===== config.mk =====
export PLATFORM = sky130hd
export DESIGN_NAME = swfd_ram
export DESIGN_NICKNAME = d
export VERILOG_FILES = /design/src/swfd_ram.sv
export SDC_FILE = /design/constraint.sdc
export NUM_CORES = 1
export LEC_CHECK = 0
export ABC_AREA = 1
export CORE_ASPECT_RATIO = 0.9
export CORE_MARGIN = 1.5
export CORE_UTILIZATION = 57
export DETAILED_ROUTE_END_ITERATION = 8
export DONT_BUFFER_PORTS = 1
export PLACE_DENSITY = 0.79
export SYNTH_ARGS = -nofsm -noshare
export SYNTH_HDL_FRONTEND = slang
export SYNTH_SLANG_ARGS = --single-unit

===== constraint.sdc =====
create_clock -name i_clk -period 2.3 [get_ports i_clk]
set_input_delay 0.575 -clock i_clk [delete_from_list [all_inputs] [get_ports i_clk]]
set_output_delay 0.575 -clock i_clk [all_outputs]
set_load 0.1 [all_outputs]

===== src/swfd_ram.sv =====
// Generic single write port, single read port RAM with registered read.
module swfd_ram #(
    parameter int WIDTH = 8,
    parameter int DEPTH = 63
) (
    input  logic                                    i_clk,
    input  logic                                    i_we,
    input  logic [(DEPTH > 1 ? $clog2(DEPTH) : 1)-1:0] i_waddr,
    input  logic [WIDTH-1:0]                        i_wdata,
    input  logic                                    i_re,
    input  logic [(DEPTH > 1 ? $clog2(DEPTH) : 1)-1:0] i_raddr,
    output logic [WIDTH-1:0]                        o_rdata
);
    logic [WIDTH-1:0] r_mem [DEPTH];
    logic [WIDTH-1:0] r_rdata;

    always_ff @(posedge i_clk) begin
        if (i_we) begin
            r_mem[i_waddr] <= i_wdata;
        end
        if (i_re) begin
            r_rdata <= r_mem[i_raddr];
        end
    end

    assign o_rdata = r_rdata;
endmodule


After elaboration in Yosys (flattened, before gate mapping)

Memory sizes are Yosys's and may differ from the RTL's. A register that Yosys moved wholly into a read port is not among the register bits.
Index checks and enable logic that the tools add are counted.

Add/sub/neg operators: 0
$mul: 0
Divide/modulo/power cells: 0
Magnitude comparators: 0
Equal/unequal tests: 0
Shifts and indexed selects: 0
Muxes and demuxes: 2
Bitwise operators: 0
Reductions and logical operators: 0

Operator list:

| kind              | count |
|---|---|
| two-way mux 1 bit | 2 |

Register bits after elaboration: 0
Latch bits: 0
RAM bits: 504
Memory bits (read-only): 0
Output and inout port bits: 8
Word-level logic and storage cells: 3
Memories: 1

Memories:

| memory | words | width | rd ports | clocked after Yosys merged registers in | write ports | RTL line | RTL |
|---|---|---|---|---|---|---|---|
| r_mem  | 63    | 8     | 1        | 1                                       | 1           | 14       | `logic [WIDTH-1:0] r_mem [DEPTH];` |

Logic depth before layout (Yosys ltp)

Depth in word-level cells: 2
Mapped depth: 12

Least setup slack after synthesis

No wires, ideal clock.

Path kind: input to register
From: input port i_we
To: memory r_mem[32][0] (enable)
Setup time: 0.395 ns
Data arrival time: 1.946 ns
Data required time: 1.905 ns
Setup slack: -0.041 ns
Stages: 3
Path buffers: 1
Cells stage by stage: clkbuf_1 nand4_1 nor4_1

Word-level cells in the longest chain between the ends: 2

RTL lines:

| item                                    | RTL line | RTL |
|---|---|---|
| start, declared                         | 7        | `input logic i_we,` |
| two-way mux 1 bit                       | 18       | `if (i_we) begin` |
| two-way mux 1 bit (not written as such) | 19       | `r_mem[i_waddr] <= i_wdata;` |
| end, declared                           | 14       |  |

Every way passes these cells.

Worst setup path after layout

From: register r_rdata[7], in the netlist o_rdata[7] (read register of r_mem)
To: output port o_rdata[7]

RTL lines:

| item            | RTL line | RTL |
|---|---|---|
| start, declared | 15       | `logic [WIDTH-1:0] r_rdata;` |
| end, declared   | 12       | `output logic [WIDTH-1:0] o_rdata` |

No word-level cell between the ends.

==> results by group <==
Logic synthesis
  – Yosys synthesis warning count: 0
  – Syn Area/Cell: 11.74 sq um
  – Post-synthesis mux area share: 0
  – Sequential element share of the synthesized area: 0.7355
  – Post-Syn Nets: between 1500 and 2000
  – Syn Inst Count: roughly 1800
  – Mapped Area: roughly 21000 sq um
  – Simple-gate area share of the yosys netlist: 0.2334
  – Synth unique cells: 14
  – Xor/xnor share of the synthesized area: 0
  – Post-Synth Adder-Cell Area: 0
  – Synth Area in Compound Gates: 0
  – Main combinational cell family by area after synthesis: simple AND/OR/NAND/NOR gates
  – Seq cells post-synth: 512

Layout
  – Fillers: 2552
  – Most common cell after layout, fill and taps aside: nand2_1
  – Nets: 1838
  – Most frequent cells in the layout: nand2_1 (630), edfxtp_1 (512), nand3_1 (428), buf_4 (86), nor2_1 (71)
  – Cell area after layout: between 20000 and 25000 sq um
  – Layout area overhead: 11.50%
  – Footprint of the multi-input gates: 4880 sq um
  – Register area: 15370 sq um
  – Fin util: 0.6444
  – ANT cells: 0
  – Share of cells above drive strength 1: 0.08855
  – Final non-filler cell total: 2328

STA
  – Final Max Tran Viols: 0
  – Minimum clock period: 1.943 ns
  – Clock skew: 0.03074 ns
  – Final setup fails: 0
  – Slew Limit Headroom: 0.5362
  – Final Hold Vio Count: 0
  – Worst-Margin Slew: 0.6949 ns
  – Worst hold slack: between 0.09 and 0.1 ns
  – Fmax: 514.6 MHz
  – RSZ-0062 raised after global routing: no
  – Fin crit share: 0.8449
  – Final worst slack: between 0.3 and 0.4 ns

CTS
  – Worst skew pair latency: 0.59 ns
  – TritonCTS Buffers: 47
  – CTS Root Cell: clkbuf_16
  – CTS tree: built
  – # resized after CTS: 0
  – CTS Hold Bufs: 0
  – Clock slew at the register clock pins of the worst setup and hold paths: approximately 0.06 ns
  – CTS max path bufs: 3
  – Post-CTS setup buffers: 0
  – Clock sink count: 512
  – # H-tree levels: 2

Setup path
  – Critical Path Max Stage Delay: 0.45 ns
  – Critical path class: reg -> out
  – Worst Path Arrival: 1.37 ns
  – CP max FO: 1
  – Critical Path Start: o_rdata[7]$_DFFE_PP_
  – Crit end category: output port
  – RR Startpoint: r_mem[27][2]$_DFFE_PP_
  – Reg2reg setup slack: between 0.7 and 0.8 ns
  – CP Launch Type: flip-flop
  – Reg-to-reg critical path endpoint: o_rdata[2]$_DFFE_PP_
  – Cell family contributing the most delay on the critical path: flip-flops
  – Worst path cell trace: buf_4
  – Worst EP required: approximately 1.7 ns
  – Worst Path Buf+Inv: 1
  – Cell depth of the worst flop-to-flop path: 8
  – Slowest-stage cell, CP: edfxtp_1

Drt
  – Routed len/inst: ~23 um
  – Residual DRC: 0
  – Drt first pass iters: 8
  – Routed vias/inst: 6.153
  – Post-route ant nets: 0
  – Detailed Route Iter0 Violations: approximately 2300
  – DRT Wirelength: around 52 mm
  – DR vias: 14324

Power and ir drop
  – Sequential power share: 0.537
  – Net Sw Power: 0.004044 W
  – Int Power: 0.01529 W
  – Static Leak: 8.448 nW
  – Combinational Power Share: 0.049
  – Clock share of power: 0.414
  – Switching portion of total power: 0.2092
  – Peak VDD IR: 740.9 uV
  – Power Dens Cells: 829.5 nW/um^2

Global routing
  – First-pass GRT wire length: 79.69 mm
  – GRT overflow: 0
  – GRT Overall Usage: 0.2830
  – Vias in the first global route: 13672
  – Largest net degree at the start of global routing: 250
  – Initial antenna violation count: 0

Worst hold path
  – Hold-critical path endpoint: r_mem[46][5]$_DFFE_PP_
  – Worst hold path depth: 0
  – Hold Crit Class: in -> reg
  – Worst hold path startpoint: i_wdata[5]

Floorplan
  – Die area: 37830 sq um
  – Die H: 184.7 um
  – FP Rows: 66
  – Initial core utilization: 0.5779
  – I/O pin total: 31
  – Die width: roughly 200 um
  – Core footprint: 36170 sq um

Flow run
  – Max Cap Violations: 0

Place
  – Placed Area: roughly 22000 sq um
  – Port bufs: 0
  – Hpwl dp: 29.66 mm
  – Placed Instances: 2242
  – Final Wtd Congestion: 0.8843
  – Post-Place Worst Slack: between 0.15 and 0.2 ns

Run status
  – Outcome: finished, final reports clean
registers in the layout, indices dropped and copies added, names as in the netlist:
signal   count
r_mem      504
o_rdata      8
cell families after synthesis:
family	after synthesis
buffers and inverters	122
DFF	512
and+or+nand+nor	1146
layout make-up:
| type | count | area share |
|---|---|---|
| Clock inverter | 30 | 0.01498 |
| Tap cell | 476 | 0.02555 |
| Clock buffer | 56 | 0.05191 |
| Multi-Input combinational cell | 1146 | 0.2094 |
| Timing Repair Buffer | 96 | 0.03629 |
| Inverter | 12 | 0.002255 |
| Sequential cell | 512 | 0.6596 |
worst max path at each step:
stage	end	slack, ns	cells after the start
floorplan	r_mem[32][0]$_DFFE_PP_	-0.04	3
global placement	o_rdata[5]$_DFFE_PP_	0.20	10
detailed placement	o_rdata[3]$_DFFE_PP_	0.17	10
CTS	o_rdata[7]	0.36	1
global route	o_rdata[5]	0.33	1
finish	o_rdata[7]	0.36	1
power groups by stage:
stage	sequential, W	combinational (W)	clock [W]
6_report	0.0104	0.000951	0.00801
3_3_place_gp	0.0106	0.000907	0
3_5_place_dp	0.0106	0.000929	0
4_1_cts	0.0104	0.000936	0.00803
5_1_grt	0.0104	0.00103	0.00840
2_1_floorplan	0.0107	0.000686	0
layer usage:
metal,up-vias,wire (um),track usage
met3,98,6633,0.06612
met2,1002,24940,0.4453
met4,0,1241,0.08000
met5,-,0,0
met1,6900,19640,0.3980
li1,6324,-,-
cell usage after synthesis:
library cell / count / area (sq um)
nand2_1: 630 / 2365
buf_6: 6 / 67.56
buf_1: 16 / 60.06
buf_4: 24 / 180.2
clkbuf_1: 21 / 78.83
nand4_1: 9 / 56.30
inv_2: 2 / 7.510
nor4_1: 8 / 50.05
inv_4: 1 / 6.260
nor2_1: 71 / 266.5
buf_2: 43 / 215.2
inv_1: 9 / 33.78
nand3_1: 428 / 2142
edfxtp_1: 512 / 15370
per-stage QoR:
stage	TNS (ns)	total power (W)
2_1_floorplan	-2.631	0.01134
3_3_place_gp	0	0.01148
3_5_place_dp	0	0.01150
4_1_cts	0	0.01934
5_1_grt	0	0.01981
6_report	0	0.01933
(Power assumes the default switching activity.)
